$ cat src/sv/adc_group_sample_batcher_top_assert.svh
// Assertion macros for the ADC group sample batcher.
`ifndef ADC_GROUP_SAMPLE_BATCHER_TOP_ASSERT_SVH
`define ADC_GROUP_SAMPLE_BATCHER_TOP_ASSERT_SVH
// implication checked every clock outside reset
`define AGSB_ASSERT_IMPL(label, ante, cons) \
    label: assert property (@(posedge clk) disable iff (!rst_n) (ante) |-> (cons)) \
        else $error("assertion failed");
// next-cycle implication
`define AGSB_ASSERT_NEXT(label, ante, cons) \
    label: assert property (@(posedge clk) disable iff (!rst_n) (ante) |=> (cons)) \
        else $error("assertion failed");
`endif

$ cat src/sv/agsb_pkg.sv
// Shared types and constants of the ADC group sample batcher.
package agsb_pkg;
    localparam int NUM_CHANNELS = 16;
    localparam int NUM_GROUPS   = 4;
    localparam int BATCH_MAX    = 16;
    localparam int SAMPLE_BITS  = 16;
    localparam int CH_W         = 4;
    localparam int FILL_W       = 4;
    localparam int STORE_DEPTH  = 256;
    localparam int STORE_AW     = 8;
    localparam int QDEPTH       = 4;
    localparam int QPTR_W       = 2;

    typedef enum logic [1:0] {OP_TICK = 2'd0, OP_SAMPLE = 2'd1, OP_READ = 2'd2,
                              OP_NONE = 2'd3} op_t;
    typedef enum logic [1:0] {KIND_START = 2'd0, KIND_BATCH = 2'd1,
                              KIND_REPLY = 2'd2, KIND_RSVD = 2'd3} kind_t;
    typedef enum logic [1:0] {REG_ENABLE = 2'd0, REG_MASKS = 2'd1,
                              REG_DIVIDERS = 2'd2, REG_SIZES = 2'd3} reg_idx_t;
    typedef enum logic [1:0] {ST_IDLE, ST_START, ST_BATCH, ST_EMIT} state_t;

    // classified work from the front end
    typedef struct packed {
        kind_t                   kind;
        logic [1:0]              grp;      // batch owner
        logic [CH_W-1:0]         ch;
        logic [SAMPLE_BITS-1:0]  value;    // reply value
        logic [FILL_W:0]         count;    // batch length when a flush, 0 none
        logic [NUM_GROUPS-1:0]   starts;   // groups to start, tick items
        logic                    has_out;
    } job_t;

    // result item
    typedef struct packed {
        kind_t                   kind;
        logic [1:0]              grp;
        logic [15:0]             mask;
        logic [CH_W-1:0]         ch;
        logic [SAMPLE_BITS-1:0]  value;
        logic                    last;
    } res_t;
endpackage

$ cat src/sv/agsb_back.sv
// Back end: expands jobs into result items through a one-entry output register.
module agsb_back import agsb_pkg::*; (
    input  logic                   clk,
    input  logic                   rst_n,
    input  logic                   q_empty,
    input  job_t                   q_job,
    output logic                   q_pop,
    input  logic [63:0]            masks,
    output logic [STORE_AW-1:0]    st_raddr,
    input  logic [SAMPLE_BITS-1:0] st_rdata,
    output logic                   out_valid,
    output res_t                   out_res,
    input  logic                   out_take,
    output logic                   batch_done
);
    state_t                state_reg, state_next;
    job_t                  job_reg, job_next;
    logic [FILL_W:0]       idx_reg, idx_next;
    logic [1:0]            g_reg, g_next;
    logic                  ovalid_reg, ovalid_next;
    res_t                  ores_reg, ores_next;
    logic                  rd_pend_reg, rd_pend_next;
    logic                  slot_free;
    logic [NUM_GROUPS-1:0] rest;

    assign out_valid = ovalid_reg;
    assign out_res   = ores_reg;
    assign slot_free = !ovalid_reg || out_take;
    assign st_raddr  = {job_reg.ch, idx_reg[FILL_W-1:0]};

    always_comb
    begin
        state_next   = state_reg;
        job_next     = job_reg;
        idx_next     = idx_reg;
        g_next       = g_reg;
        ovalid_next  = ovalid_reg && !out_take;
        ores_next    = ores_reg;
        rd_pend_next = 1'b0;
        q_pop        = 1'b0;
        batch_done   = 1'b0;
        rest         = '0;
        case (state_reg)
            ST_IDLE:
            begin
                if (!q_empty)
                begin
                    q_pop    = 1'b1;
                    job_next = q_job;
                    idx_next = '0;
                    g_next   = 2'(NUM_GROUPS - 1);
                    case (q_job.kind)
                        KIND_START: state_next = ST_START;
                        KIND_BATCH: state_next = ST_BATCH;
                        default:    state_next = ST_EMIT;
                    endcase
                end
            end
            ST_START:
            begin
                // walk groups from the highest down
                if (!job_reg.starts[g_reg])
                begin
                    g_next = g_reg - 2'd1;
                end
                else if (slot_free)
                begin
                    for (int g = 0; g < NUM_GROUPS; g++)
                    begin
                        rest[g] = job_reg.starts[g] && (g < int'(g_reg));
                    end
                    ovalid_next = 1'b1;
                    ores_next   = '{kind: KIND_START, grp: g_reg,
                                    mask: masks[16*g_reg +: 16], ch: '0,
                                    value: '0, last: !(|rest)};
                    g_next      = g_reg - 2'd1;
                    if (!(|rest))
                    begin
                        state_next = ST_IDLE;
                    end
                end
            end
            ST_BATCH:
            begin
                // read issued this cycle for idx_reg; data next cycle
                if (rd_pend_reg)
                begin
                    if (slot_free)
                    begin
                        ovalid_next = 1'b1;
                        ores_next   = '{kind: KIND_BATCH, grp: job_reg.grp, mask: '0,
                                        ch: job_reg.ch, value: st_rdata,
                                        last: (idx_reg + 1'b1 == job_reg.count)};
                        idx_next    = idx_reg + 1'b1;
                        if (idx_reg + 1'b1 == job_reg.count)
                        begin
                            batch_done = 1'b1;
                            state_next = ST_IDLE;
                        end
                    end
                    else
                    begin
                        rd_pend_next = 1'b1;
                    end
                end
                else
                begin
                    rd_pend_next = 1'b1;
                end
            end
            ST_EMIT:
            begin
                if (slot_free)
                begin
                    ovalid_next = 1'b1;
                    ores_next   = '{kind: KIND_REPLY, grp: '0, mask: '0,
                                    ch: job_reg.ch, value: job_reg.value, last: 1'b1};
                    state_next  = ST_IDLE;
                end
            end
            default:
            begin
                state_next = ST_IDLE;
            end
        endcase
    end

    always_ff @(posedge clk)
    begin
        job_reg  <= job_next;
        ores_reg <= ores_next;
        idx_reg  <= idx_next;
        g_reg    <= g_next;
    end

    always_ff @(posedge clk or negedge rst_n)
    begin
        if (!rst_n)
        begin
            state_reg   <= ST_IDLE;
            ovalid_reg  <= 1'b0;
            rd_pend_reg <= 1'b0;
        end
        else
        begin
            state_reg   <= state_next;
            ovalid_reg  <= ovalid_next;
            rd_pend_reg <= rd_pend_next;
        end
    end
endmodule

$ cat config.mk
export PLATFORM = sky130hd
export DESIGN_NAME = agsb_back
export DESIGN_NICKNAME = d
export VERILOG_FILES = /design/src/sv/adc_group_sample_batcher_top_assert.svh /design/src/sv/agsb_pkg.sv /design/src/sv/agsb_back.sv
export SDC_FILE = /design/constraint.sdc
export NUM_CORES = 1
export LEC_CHECK = 0
export BUFFER_PORTS_ARGS = -buffer_cell sky130_fd_sc_hd__buf_2
export CAP_MARGIN = 20
export CORE_MARGIN = 4
export CORE_UTILIZATION = 37
export CTS_CLUSTER_SIZE = 8
export DETAILED_ROUTE_END_ITERATION = 8
export GPL_ROUTABILITY_DRIVEN = 0
export HOLD_SLACK_MARGIN = 0.02
export MAX_ROUTING_LAYER = met4
export PLACE_DENSITY = 0.72
export SLEW_MARGIN = 15
export SYNTH_ARGS = -nofsm -noshare
export SYNTH_HDL_FRONTEND = slang
export SYNTH_SLANG_ARGS = --single-unit
$ cat constraint.sdc
create_clock -name clk -period 4 [get_ports clk]
set_input_delay 0.6 -clock clk [delete_from_list [all_inputs] [get_ports clk]]
set_output_delay 0.6 -clock clk [all_outputs]
set_load 0.01 [all_outputs]
==> metrics.csv <==
metric;value;unit
status;complete, no violations;
clock_sinks;83;
fmaxAchievable;361;MHz
fin_skew;0.0156;ns
core_area;9860;µm²
whs;0.0624;ns
dr.pass1.iters;5;
grt_max_degree;36;
cp_slowest_cell;edfxtp_1;
p_seq_frac;0.473;
ys_warn_count;0;
hpwl;6720;µm
cts_hold_buf;0;
rsz0062_at_grt;no;
synth_area;3770;µm²
grt.overflow.total;0;
dp.cells;522;
ios;170;
yosysSeqAreaShare;0.656;
post_cts_buffers;0;
required;3.40;ns
n_antenna_cell;0;
nets;522;
holdCritPathClass;input port to async pin;
netSwitchingFraction;0.335;
synthFlopType;edfxtp_1;
antenna_left;0;
post_cts_resized;0;
io_buffer_count;168;
wl;8660;µm
synth_area_leader_cell;edfxtp_1;
ys_top_cells_by_area;edfxtp_1, mux4_1, mux4_2, mux2i_1, and2_1;
path_common_cell;xnor2_1;
endpoint_kind;output port;
grt_util_all_layers;0.153;
antenna_found_initial;0;
area_delta_synth_final;29.6;%
max_slew_margin;0.458;
synth.avg_cell_area;16.0;µm²
path_class;flop to output port;
synth.most_common_cell;edfxtp_1;
stdcell_count;538;
p_leak;2.03;nW
synth-seq-cells;83;
crit_chain;ha_1, xnor2_1, xnor2_1, nor4_2, and4_1, buf_2;
insertion_delay;0.33;ns
post-route-period-util;0.692;
grt_pass1_vias;2691;
grt_pass1_wl;13400;µm
clkTransAtPathRegs;0.08;ns
p_comb_frac;0.357;
setup_viol;0;
yosysTopAreaCellShare;0.629;
clock_path_buffers;2;
worst_pin_slew;0.807;ns
start_kind;flop;
layout_min_cycle_time;2.77;ns
ys_async_sr_fraction;0.0482;
yosys-top-cells-count;edfxtp_1, nor2_1, and2_1;
cts-root-buf;clkbuf_8;
cts_tree;built;
dieArea;11900;µm²
cp_max_fo;5;
maxCapViolations;0;
drt-initial-drc-count;157;
drive_gt1_frac;0.494;
ir_drop;316;µV
total_power;3.28;mW
slew_violations;0;
cts-htree-levels;3;
power_density;671;nW/µm²
synth_cell_types;35;
cp.arrival;2.17;ns
drc;0;
rows;36;
synth_edf_count;79;
largest_reg_flops;41;
viasPerCell;4.69;
final.setup.tns;0;ns
syn_inst;236;
vias;2523;
initial_core_util;0.382;
final_util;0.495;
power.switching;1.10;mW
power.share.clock;0.170;
fp.dieW;109;µm
p_int;2.18;mW
synth_nets;358;
numCtsBuffers;9;
hold_violations;0;
cp_slowest_stage_delay;0.47;ns
die_h;109;µm
wl_per_cell;16.1;µm
[routing by layer]
layer,vias to the layer above,global-route usage,part of all wire
li1,1209,-,-
met1,1217,0.180,0.39
met2,80,0.250,0.53
met3,17,0.0409,0.060
met4,0,0.0631,0.025
met5,-,-,0
[layout make-up]
cell class                 count  area, µm²
fill                         895       4980
sequential                    83       2470
multi-input combinational    127       1160
timing repair buffer         173        878
tap                          133        166
clock buffer                  12        135
clock inverter                 4       45.0
inverter                       6       22.5
[stage by stage]
step	worst slack, ns	cell area (µm²)
finish	1.23	4880
global route	1.06	4880
CTS	1.20	4880
detailed placement	1.32	4700
global placement	1.42	4700
floorplan	0.300	3770
[power by group through the flow]
stage | combinational [mW] | clock [mW] | sequential (mW)
after floorplan | 0.638 | 0 | 1.67
after global routing | 1.29 | 0.626 | 1.59
after detailed placement | 1.19 | 0 | 1.58
final | 1.17 | 0.557 | 1.55
after CTS | 1.20 | 0.583 | 1.56
after global placement | 1.18 | 0 | 1.56
[layout by cell type, fill, tap and decap left out, drive strengths merged, types with 6 or more instances in the layout]
master and instances:
buf 173, edfxtp 79, nor2 24, and2 20, mux4 17, mux2i 16, clkbuf 12, nand2 10
o21ai 6
[worst max-delay path: cells and delay by family, from the launching register on]
kind	cells	cell delay (ns)
XOR/XNOR	2	0.33
adder cells (fa/ha/maj)	1	0.27
buffers and inverters	1	0.14
flip-flops	1	0.47
AND/OR/NAND/NOR	2	0.63
[path summary, 6_finish.rpt]
check	start	end	slack [ns]	cells past startpoint
worst max-delay path	idx_reg[0]	batch_done	1.23	6
worst min-delay path	rst_n	out_valid	0.06	1
worst max register to register	g_reg[1]	out_res[37]	1.33	4
worst min register to register	rd_pend_reg	rd_pend_reg	0.51	1
max in group asynchronous	rst_n	rd_pend_reg	3.81	1
min in group clk	q_job[1]	job_reg[1]	0.43	1
[cells by family after synthesis]
logic type      share of synthesized area
flops                               0.656
simple gates                       0.0916
mux                                 0.152
buf+inv                            0.0382
compound gates                     0.0239
xor+xnor                           0.0249
fa+ha+maj                          0.0133
Note: power is estimated with default switching activity, not from simulation.
