`src/sv/adc_group_sample_batcher_top_assert.svh`:
```
// Assertion macros for the ADC group sample batcher.
`ifndef ADC_GROUP_SAMPLE_BATCHER_TOP_ASSERT_SVH
`define ADC_GROUP_SAMPLE_BATCHER_TOP_ASSERT_SVH
// implication checked every clock outside reset
`define AGSB_ASSERT_IMPL(label, ante, cons) \
    label: assert property (@(posedge clk) disable iff (!rst_n) (ante) |-> (cons)) \
        else $error("assertion failed");
// next-cycle implication
`define AGSB_ASSERT_NEXT(label, ante, cons) \
    label: assert property (@(posedge clk) disable iff (!rst_n) (ante) |=> (cons)) \
        else $error("assertion failed");
`endif

```
`src/sv/agsb_pkg.sv`:
```
// Shared types and constants of the ADC group sample batcher.
package agsb_pkg;
    localparam int NUM_CHANNELS = 16;
    localparam int NUM_GROUPS   = 4;
    localparam int BATCH_MAX    = 16;
    localparam int SAMPLE_BITS  = 16;
    localparam int CH_W         = 4;
    localparam int FILL_W       = 4;
    localparam int STORE_DEPTH  = 256;
    localparam int STORE_AW     = 8;
    localparam int QDEPTH       = 4;
    localparam int QPTR_W       = 2;

    typedef enum logic [1:0] {OP_TICK = 2'd0, OP_SAMPLE = 2'd1, OP_READ = 2'd2,
                              OP_NONE = 2'd3} op_t;
    typedef enum logic [1:0] {KIND_START = 2'd0, KIND_BATCH = 2'd1,
                              KIND_REPLY = 2'd2, KIND_RSVD = 2'd3} kind_t;
    typedef enum logic [1:0] {REG_ENABLE = 2'd0, REG_MASKS = 2'd1,
                              REG_DIVIDERS = 2'd2, REG_SIZES = 2'd3} reg_idx_t;
    typedef enum logic [1:0] {ST_IDLE, ST_START, ST_BATCH, ST_EMIT} state_t;

    // classified work from the front end
    typedef struct packed {
        kind_t                   kind;
        logic [1:0]              grp;      // batch owner
        logic [CH_W-1:0]         ch;
        logic [SAMPLE_BITS-1:0]  value;    // reply value
        logic [FILL_W:0]         count;    // batch length when a flush, 0 none
        logic [NUM_GROUPS-1:0]   starts;   // groups to start, tick items
        logic                    has_out;
    } job_t;

    // result item
    typedef struct packed {
        kind_t                   kind;
        logic [1:0]              grp;
        logic [15:0]             mask;
        logic [CH_W-1:0]         ch;
        logic [SAMPLE_BITS-1:0]  value;
        logic                    last;
    } res_t;
endpackage

```
`src/sv/agsb_queue.sv`:
```
// Short job queue between front and back ends.
module agsb_queue import agsb_pkg::*; (
    input  logic clk,
    input  logic rst_n,
    input  logic push,
    input  job_t din,
    input  logic pop,
    output job_t dout,
    output logic empty,
    output logic full
);
    job_t                slot_reg [QDEPTH];
    logic [QPTR_W-1:0]   wp_reg;
    logic [QPTR_W-1:0]   rp_reg;
    logic [QPTR_W:0]     cnt_reg;

    assign empty = (cnt_reg == '0);
    assign full  = (cnt_reg == (QPTR_W+1)'(QDEPTH));
    assign dout  = slot_reg[rp_reg];

    always_ff @(posedge clk)
    begin
        if (push && !full)
        begin
            slot_reg[wp_reg] <= din;
        end
    end

    always_ff @(posedge clk or negedge rst_n)
    begin
        if (!rst_n)
        begin
            wp_reg  <= '0;
            rp_reg  <= '0;
            cnt_reg <= '0;
        end
        else
        begin
            if (push && !full)
            begin
                wp_reg <= wp_reg + 1'b1;
            end
            if (pop && !empty)
            begin
                rp_reg <= rp_reg + 1'b1;
            end
            cnt_reg <= cnt_reg + (QPTR_W+1)'(push && !full) - (QPTR_W+1)'(pop && !empty);
        end
    end
endmodule

```
`config.mk`:
```
export PLATFORM = sky130hd
export DESIGN_NAME = agsb_queue
export DESIGN_NICKNAME = d
export VERILOG_FILES = /design/src/sv/adc_group_sample_batcher_top_assert.svh /design/src/sv/agsb_pkg.sv /design/src/sv/agsb_queue.sv
export SDC_FILE = /design/constraint.sdc
export NUM_CORES = 1
export LEC_CHECK = 0
export ABC_AREA = 1
export BUFFER_PORTS_ARGS = -buffer_cell sky130_fd_sc_hd__buf_4
export CORE_AREA = 2 2 123 125
export CTS_CLUSTER_SIZE = 12
export DETAILED_ROUTE_END_ITERATION = 8
export DIE_AREA = 0 0 125 127
export HOLD_SLACK_MARGIN = 0.12
export PLACE_DENSITY = 0.6
export REMOVE_ABC_BUFFERS = 1
export SLEW_MARGIN = 25
export SYNTH_ARGS = -nofsm -noshare
export SYNTH_HDL_FRONTEND = slang
export SYNTH_SLANG_ARGS = --single-unit
```
`constraint.sdc`:
```
create_clock -name clk -period 4.7 [get_ports clk]
set_input_delay 0 -clock clk [delete_from_list [all_inputs] [get_ports clk]]
set_output_delay 0 -clock clk [all_outputs]
set_load 0.03 [all_outputs]
```
==> results of run 1 <==
## kinds of logic (layout without fill, tap and decap cells)
| logic type | Yosys count | after routing |
|---|---|---|
| flops | 143 | 143 |
| fa+ha+maj | 7 | 7 |
| buf+inv | 71 | 198 |
| simple gates | 199 | 199 |
| compound gates | 68 | 68 |
## critical path: cells and delay by family, from the launching register on
kind            cells  cell delay (ns)
flops               1             0.61
buf+inv             3             0.96
simple gates        1             0.10
compound gates      1             0.22
## routing by layer
metal | GRT usage (%) | vias to the layer above | part of all wire [%]
met5 | 0 | - | 0
met4 | 5.75 | 0 | 1.1
met3 | 4.02 | 11 | 5.1
met2 | 23.3 | 92 | 48
met1 | 18.7 | 1711 | 46
li1 | - | 1854 | -
## worst paths after layout
path / slack [ns] / endpoint / cells past startpoint
setup / recovery: 2.34 / dout[7] / 5
hold / removal: 0.33 / slot_reg[3][28]$_DFFE_PP_ / 2
setup reg to reg: 2.51 / cnt_reg[2]$_DFF_PN0_ / 9
hold reg to reg: 0.51 / cnt_reg[0]$_DFF_PN0_ / 1
max in group asynchronous: 3.88 / rp_reg[0]$_DFFE_PN0P_ / 3
min in group asynchronous: 0.55 / rp_reg[1]$_DFFE_PN0P_ / 3
## power groups by stage
stage	clock network, uW	registers, uW	logic, uW
final	1510	1780	1940
after detailed placement	0	1900	1800
after global placement	0	1890	1760
after floorplan	0	1840	1150
after global routing	1580	1810	2160
after CTS	1540	1870	1840
## timing repair
item	in CTS	in global routing
hold endpoints to repair	147	0
hold buffers	38	0
buffers inserted	0	0
endpoints found under the setup margin	0	0
## through the flow
step	hold WS (ns)	std cells	worst slack [ns]	area, um2
2_1_floorplan	-0.296	467	2.01	5640
3_3_place_gp	-0.183	725	2.43	6460
3_5_place_dp	-0.181	726	2.40	6490
4_1_cts	0.321	796	1.95	7550
5_1_grt	0.336	799	2.14	7630
6_report	0.333	799	2.34	7630
## cell type report
class | instances | share of cell area [%]
flip-flops and latches | 143 | 55.9
multi-input cells | 274 | 16.0
repair buffers | 116 | 13.7
clock buffers | 21 | 6.16
well taps | 184 | 3.02
clock inverters | 11 | 2.75
inverters | 50 | 2.49
## layout by cell type (no fill, tap or decap), types with 6 or more instances in the layout
cell type	Yosys	layout
clkbuf_16	0	17
bufinv_16	0	6
nand2_1	121	121
ha_1	6	6
inv_1	48	48
dlygate4sd3_1	0	38
edfxtp_1	136	136
buf_4	6	74
nor2_1	73	69
o21ai_1	9	9
o21ai_0	59	59
dfrtp_1	7	6
==> results.cfg, run 1 <==
[floorplanning]
row_count = 44
core_um2 = 14400
pin_count = 74
dieArea_um2 = 15900
die_h_um = 127
initial_core_util_pct = 39.9
die_w_um = 125

[synth]
synth-edff-count = 136
synth_top_family_by_area = simple AND/OR/NAND/NOR gates
muxShareOfSynthArea_pct = 0
yosysMostFrequentCell = edfxtp_1
synth_area_leader_cell = edfxtp_1
synth-adder-area-share_pct = 1.65
postSynthCellCount = 488
synth-seq-cells = 143
yosysSeqAreaShare_pct = 74.0
async_reset_ff_share_pct = 4.90
netlist.area_leader.share_pct = 71.0
synth_warnings = 0
synth.top_cells.by_area = edfxtp_1 (71%), nand2_1 (7.9%), o21ai_0 (5.1%)
netlist_area_um2 = 5750
synthFlopType = edfxtp_1
synth.avg_cell_area_um2 = 11.8
synthTopCellsByCount = edfxtp_1 (136), nand2_1 (121), nor2_1 (73)
synth.distinct_cells = 17
synth_compound_area_share_pct = 5.92
synthSimpleGateAreaFrac_pct = 13.1
synth_xor_area_share_pct = 0

[final_layout]
fill_cells = 1267
largest_reg_flops = 136
nNetsFinal = 647
area_delta_synth_final_pct = 32.7
seq_area_um2 = 4260
diodes = 0
drive_above_1_share_pct = 18.9
final_util_pct = 52.9
multi_input_area_um2 = 1220

[hold_path]
hold_class = input pin to flip-flop
hp-start = din[28]

[power]
total_power_uw = 5240
pwr-share-seq_pct = 34.0
clkPwrFrac_pct = 28.9
leakagePower_uw = 0.00312
switching_share_pct = 35.8
power.density_nw_per_um2 = 687
comb_power_share_pct = 37.1
p_int_uw = 3360
peakVddDrop_mv = 0.388
switchingPower_uw = 1880

[grt]
grt_pass1_wl_um = 17800
grt_max_degree = 106
grt_pass1_vias = 3597
antenna_found_initial = 0
grt_usage_pct = 14.5
overflow = 0

[worst_setup_path]
path_max_fanout = 78
crit_arrival_ns = 2.36
end_kind = output port
cp.required_ns = 4.70
worstPathCellList = buf_16 > inv_2 > o21ai_0 > nand2_1 > buf_4
path_class = flip-flop to output port
cp-startpoint = rp_reg[0]$_DFFE_PN0P_
cp_slowest_cell = dfrtp_4
slowest_delay_ns = 0.61
start_kind = flip-flop
reg2reg_from = cnt_reg[1]$_DFF_PN0_

[sta]
hold_viol = 0
maxSlewHeadroom_pct = 51.4
rsz0062_at_grt = no
tns_ns = 0
finClkSkew_ns = 0.0113
slew_viol_final = 0
period_needed_ns = 2.36
setup_violations = 0
period_share_pct = 50.1
max_freq_mhz = 424
worst_pin_slew_ns = 0.729

[cts]
cts_made_buffers = 17
clk_pin_slew_ns = 0.06
htreeDepth = 4
cts_tree = built
clock-root-buffer = clkbuf_16
cts.repair.resized = 0
cts_buffer_depth = 2
clock_sinks = 143
clk_latency_ns = 0.41

[detailed_routing]
viasPerCell = 4.59
wl_per_cell_um = 14.0
drt-total-wl_um = 11200
dr_total_vias = 3668
drt_iter0_markers = 224
drc = 0
dr.pass1.iters = 5
detail-route-antenna-nets = 0

[place]
port_buffers = 73
place_congestion = 0.739
dp_hpwl_um = 6230

[outcome]
outcome = finished, final reports clean

[run]
drv_cap = 0
Note: power is estimated with default switching activity, not from simulation.
==> inputs of run 2 (changes only) <==
--- a/config.mk
+++ b/config.mk
@@ -5,14 +5,14 @@
 export SDC_FILE = /design/constraint.sdc
 export NUM_CORES = 1
 export LEC_CHECK = 0
-export ABC_AREA = 1
+export ABC_AREA = 0
 export BUFFER_PORTS_ARGS = -buffer_cell sky130_fd_sc_hd__buf_4
-export CORE_AREA = 2 2 123 125
+export CORE_AREA = 2 2 120 122
 export CTS_CLUSTER_SIZE = 12
 export DETAILED_ROUTE_END_ITERATION = 8
-export DIE_AREA = 0 0 125 127
+export DIE_AREA = 0 0 122 124
 export HOLD_SLACK_MARGIN = 0.12
-export PLACE_DENSITY = 0.6
+export PLACE_DENSITY = 0.62
 export REMOVE_ABC_BUFFERS = 1
 export SLEW_MARGIN = 25
 export SYNTH_ARGS = -nofsm -noshare
==> constraint.sdc (replaced) <==
create_clock -name clk -period 2.1 [get_ports clk]
set_input_delay 0 -clock clk [delete_from_list [all_inputs] [get_ports clk]]
set_output_delay 0 -clock clk [all_outputs]
set_load 0.03 [all_outputs]
==> results.cfg, run 2 <==
[hold_path]
hold_depth = 2
worstHoldEndpoint = slot_reg[3][13]$_DFFE_PP_
hp-start = din[13]
hold_class = input pin to flip-flop

[synth]
yosysMostFrequentCell = edfxtp_1
synthTopCellsByCount = edfxtp_1 (136), mux4_2 (28), dfrtp_1 (7)
netlist.area_leader.share_pct = 75.2
synthFlopType = edfxtp_1
postSynthCellCount = 219
async_reset_ff_share_pct = 4.90
synth.avg_cell_area_um2 = 24.8
synth-edff-count = 136
synth_area_leader_cell = edfxtp_1
yosysSeqAreaShare_pct = 78.4
netlist_area_um2 = 5430
synth.top_cells.by_area = edfxtp_1 (75%), mux4_2 (12%), dfrtp_1 (3.2%)
synth.distinct_cells = 20
synth_warnings = 0
synth-seq-cells = 143

[final_layout]
final_cell_mix = edfxtp_1 (136), buf_4 (82), dlygate4sd3_1 (38), mux4_2 (28), clkbuf_16 (17)
final_common_cell = edfxtp_1
multi_input_area_um2 = 1090
fill_cells = 1091
largest_reg_flops = 136
drive_above_1_share_pct = 41.8
area_delta_synth_final_pct = 33.5
final_cell_area_um2 = 7250
diodes = 0
nNetsFinal = 396
seq_area_um2 = 4270

[detailed_routing]
drt_iter0_markers = 184
drt-total-wl_um = 9410
dr.pass1.iters = 4
wl_per_cell_um = 17.3
detail-route-antenna-nets = 0
viasPerCell = 4.79
drc = 0
dr_total_vias = 2604

[sta]
worst_pin_slew_ns = 0.644
setup_violations = 0
maxSlewHeadroom_pct = 57.1
hold_viol = 0
period_needed_ns = 2.01
max_freq_mhz = 496
finClkSkew_ns = 0.00828
setup_ws_ns = 0.0854
slew_viol_final = 0
period_share_pct = 95.9

[worst_setup_path]
reg2regPathDepth = 8
reg2reg_from = cnt_reg[2]$_DFF_PN0_
worstPathCellList = nor3b_4 > nand2b_1 > ha_1 > inv_1 > ha_1 > fa_2 > xnor2_1 > xnor2_1
cpLargestDelayFamily = adder cells
path_max_fanout = 6
start_kind = flip-flop
cp.required_ns = 2.44
ff2ff_setup_slack_ns = 0.09
crit_arrival_ns = 2.36
reg2reg_to = cnt_reg[2]$_DFF_PN0_
path_buf_inv = 1
cp_slowest_cell = dfrtp_2
path_class = flip-flop to flip-flop
end_kind = flip-flop
slowest_delay_ns = 0.45

[power]
peakVddDrop_mv = 0.592
leakagePower_uw = 0.00257
power.density_nw_per_um2 = 1510

[place]
port_buffers = 73
dp_hpwl_um = 5330
placedInstanceArea_um2 = 6190
place_ws_ns = -0.0453
place_congestion = 0.768

[cts]
clk_latency_ns = 0.42
cts_tree = built
htreeDepth = 4
clock_sinks = 143
cts_made_buffers = 17
clk_pin_slew_ns = 0.06
cts_buffer_depth = 2
clock-root-buffer = clkbuf_16

[run]
drv_cap = 0

[grt]
antenna_found_initial = 0
grt_max_degree = 35
grt_pass1_vias = 2748
grt_pass1_wl_um = 14600
grt_usage_pct = 13.8
overflow = 0

[outcome]
outcome = finished, final reports clean

[floorplanning]
initial_core_util_pct = 39.6
die_w_um = 122
row_count = 43
dieArea_um2 = 15100
pin_count = 74
die_h_um = 124
core_um2 = 13700
==> run 2: where the power goes <==
group,switching [uW],internal (uW)
Combinational,2140,1640
Clock,1080,2080
Sequential,194,3790
==> run 2: per-layer routing <==
metal	vias to the layer above	wire, um	track usage (%)
met1	1329	4180	16.5
met4	0	168	7.33
met2	67	4630	22.2
met5	-	0	0
met3	15	431	4.62
li1	1193	-	-
==> run 2: how the worst max path moves through the flow <==
stage	startpoint	to	slack, ns	cells after the start
final	cnt_reg[2]$_DFF_PN0_	cnt_reg[2]$_DFF_PN0_	0.09	8
after global routing	cnt_reg[1]$_DFF_PN0_	cnt_reg[2]$_DFF_PN0_	-0.01	8
after CTS	cnt_reg[0]$_DFF_PN0_	cnt_reg[2]$_DFF_PN0_	0.004	8
after detailed placement	cnt_reg[0]$_DFF_PN0_	cnt_reg[2]$_DFF_PN0_	-0.05	8
after global placement	cnt_reg[0]$_DFF_PN0_	cnt_reg[2]$_DFF_PN0_	0.009	8
after floorplan	rp_reg[0]$_DFFE_PN0P_	dout[0]	-0.19	1
==> run 2: cell type report <==
| cell class | instances | share of cell area, % |
|---|---|---|
| sequential | 143 | 58.8 |
| multi-input combinational | 62 | 15.0 |
| timing repair buffer | 121 | 14.0 |
| clock buffer | 22 | 6.54 |
| tap | 180 | 3.11 |
| clock inverter | 10 | 2.17 |
| inverter | 6 | 0.311 |
==> run 2: kinds of logic after synthesis <==
group                    after synthesis  synth area share (%)
flip-flops                           143                  78.4
multiplexers                          34                  14.5
buffers and inverters                 14                  2.10
AND/OR/NAND/NOR                       13                  2.03
adder cells (fa/ha/maj)                7                  1.75
AO/OA/AOI/OAI                          4                 0.576
XOR/XNOR                               4                 0.645
==> run 2: through the flow <==
stage,cells,hold WS [ns],power (uW),TNS [ns],utilization (%)
after detailed placement,471,-0.177,7780,-0.0453,45.1
after global routing,544,0.304,11400,-0.0138,52.9
after CTS,541,0.297,11000,0,52.5
final,544,0.319,10900,0,52.9
after floorplan,211,-0.296,6410,-3.68,-
after global placement,471,-0.176,7730,0,45.1
==> run 2: repair_timing <==
action                                  in CTS  in global routing
hold buffers                                38                  0
endpoints found under the setup margin       1                  1
pin swaps                                    0                  3
buffers inserted                             0                  3
resized for setup                            1                  9
hold endpoints to repair                   147                  0
==> inputs of run 3 (changes only) <==
==> constraint.sdc (replaced) <==
create_clock -name clk -period 2.1 [get_ports clk]
set_input_delay 0.21 -clock clk [delete_from_list [all_inputs] [get_ports clk]]
set_output_delay 0.21 -clock clk [all_outputs]
set_load 0.03 [all_outputs]
==> results.cfg, run 3 (same netlist as run 2, synthesis figures left out) <==
[outcome]
outcome = finished, final reports clean

[grt]
grt_pass1_vias = 2687
grt_max_degree = 35
overflow = 0
grt_pass1_wl_um = 14600
grt_usage_pct = 13.8
antenna_found_initial = 0

[sta]
max_freq_mhz = 483
period_needed_ns = 2.07
setup_violations = 0
hold_slack_ns = 0.146
tns_ns = 0
rsz0062_at_grt = yes
finClkSkew_ns = 0.00676
maxSlewHeadroom_pct = 36.6
worst_pin_slew_ns = 0.952
hold_viol = 0
period_share_pct = 98.5
slew_viol_final = 0

[final_layout]
final_cell_area_um2 = 7160
area_delta_synth_final_pct = 31.7
fill_cells = 1142
largest_reg_flops = 136
nNetsFinal = 394
final_cell_mix = edfxtp_1 (136), buf_4 (75), dlygate4sd3_1 (36), mux4_2 (32), clkbuf_16 (18)
final_common_cell = edfxtp_1
diodes = 0
drive_above_1_share_pct = 41.7

[detailed_routing]
drt_iter0_markers = 144
dr_total_vias = 2570
drc = 0
wl_per_cell_um = 17.7
detail-route-antenna-nets = 0
drt-total-wl_um = 9590
viasPerCell = 4.74
dr.pass1.iters = 4

[cts]
cts_tree = built
htreeDepth = 4
cts_made_buffers = 17
clk_latency_ns = 0.41
clk_pin_slew_ns = 0.06
clock_sinks = 143
cts_buffer_depth = 2
clock-root-buffer = clkbuf_16

[worst_setup_path]
start_kind = flip-flop
crit_arrival_ns = 1.86
cp_slowest_cell = mux4_1
end_kind = output port
cp.required_ns = 1.89
path_class = flip-flop to output port
cpLargestDelayFamily = multiplexers
worstPathCellList = buf_6 > mux4_1 > buf_4
path_buf_inv = 2
slowest_delay_ns = 0.58
path_max_fanout = 7

[power]
leakagePower_uw = 0.00253
power.density_nw_per_um2 = 1480
peakVddDrop_mv = 0.745

[floorplanning]
die_w_um = 122
dieArea_um2 = 15100
row_count = 43
pin_count = 74
die_h_um = 124
core_um2 = 13700
initial_core_util_pct = 39.6

[place]
port_buffers = 73
placedInstanceArea_um2 = 6190
place_congestion = 0.678
dp_hpwl_um = 5260

[hold_path]
hold_class = input pin to async pin

[run]
drv_cap = 0
==> run 3: worst paths after layout <==
path                                             from               endpoint  slack (ns)  cells past startpoint
worst max-delay path            rp_reg[0]$_DFFE_PN0P_               dout[31]        0.03                      3
worst min register to register  wp_reg[1]$_DFFE_PN0P_  wp_reg[1]$_DFFE_PN0P_        0.60                      2
max in group asynchronous                       rst_n   cnt_reg[1]$_DFF_PN0_        1.82                      2
min in group clk                                  pop  rp_reg[1]$_DFFE_PN0P_        0.15                      3
worst min-delay path                            rst_n   cnt_reg[0]$_DFF_PN0_        0.15                      2
worst max register to register   cnt_reg[2]$_DFF_PN0_   cnt_reg[2]$_DFF_PN0_        0.05                      8
==> run 3: area by class of cell <==
type	instances	area, um2	area share [%]
Clock buffer	22	444	6.21
Clock inverter	10	71.3	0.997
Inverter	6	22.5	0.315
Multi-Input combinational cell	62	1080	15.0
Sequential cell	143	4260	59.6
Tap cell	180	225	3.15
Timing Repair Buffer	119	1050	14.7
==> run 3: what timing repair did <==
action	CTS	global route
gates resized for setup	4	13
buffers inserted	0	1
endpoints found under the setup margin	3	8
pin swaps	0	1
hold buffers	36	0
hold endpoints to repair	144	0
cloned	1	1
==> run 3: where the power goes <==
group / internal [uW] / switching (uW)
Sequential: 3790 / 224
Clock: 1600 / 1030
Combinational: 1760 / 2180
==> run 3: per-layer routing <==
layer  track usage [%]  wire length [um]  up-vias
li1                  -                 -     1187
met1              17.2              4220     1297
met2              21.9              4640       70
met3              3.71               503       16
met4              7.54               228        0
met5                 0                 0        -
==> run 3: stage by stage <==
step	std cells	worst slack, ns	util, %	total power, uW
floorplan	211	-0.400	-	6410
global placement	471	0.00910	45.1	7730
detailed placement	471	-0.0913	45.1	7790
CTS	540	-0.0393	51.7	10600
global route	542	-0.0679	52.2	11100
finish	542	0.0315	52.2	10600
==> run 3: worst reg2reg max path, delay by kind of cell (launching register included) <==
| kind | cells | cell delay (ns) |
|---|---|---|
| adder cells (fa/ha/maj) | 3 | 0.81 |
| flip-flops | 1 | 0.46 |
| AND/OR/NAND/NOR | 2 | 0.35 |
| XOR/XNOR | 2 | 0.27 |
| buffers and inverters | 1 | 0.04 |
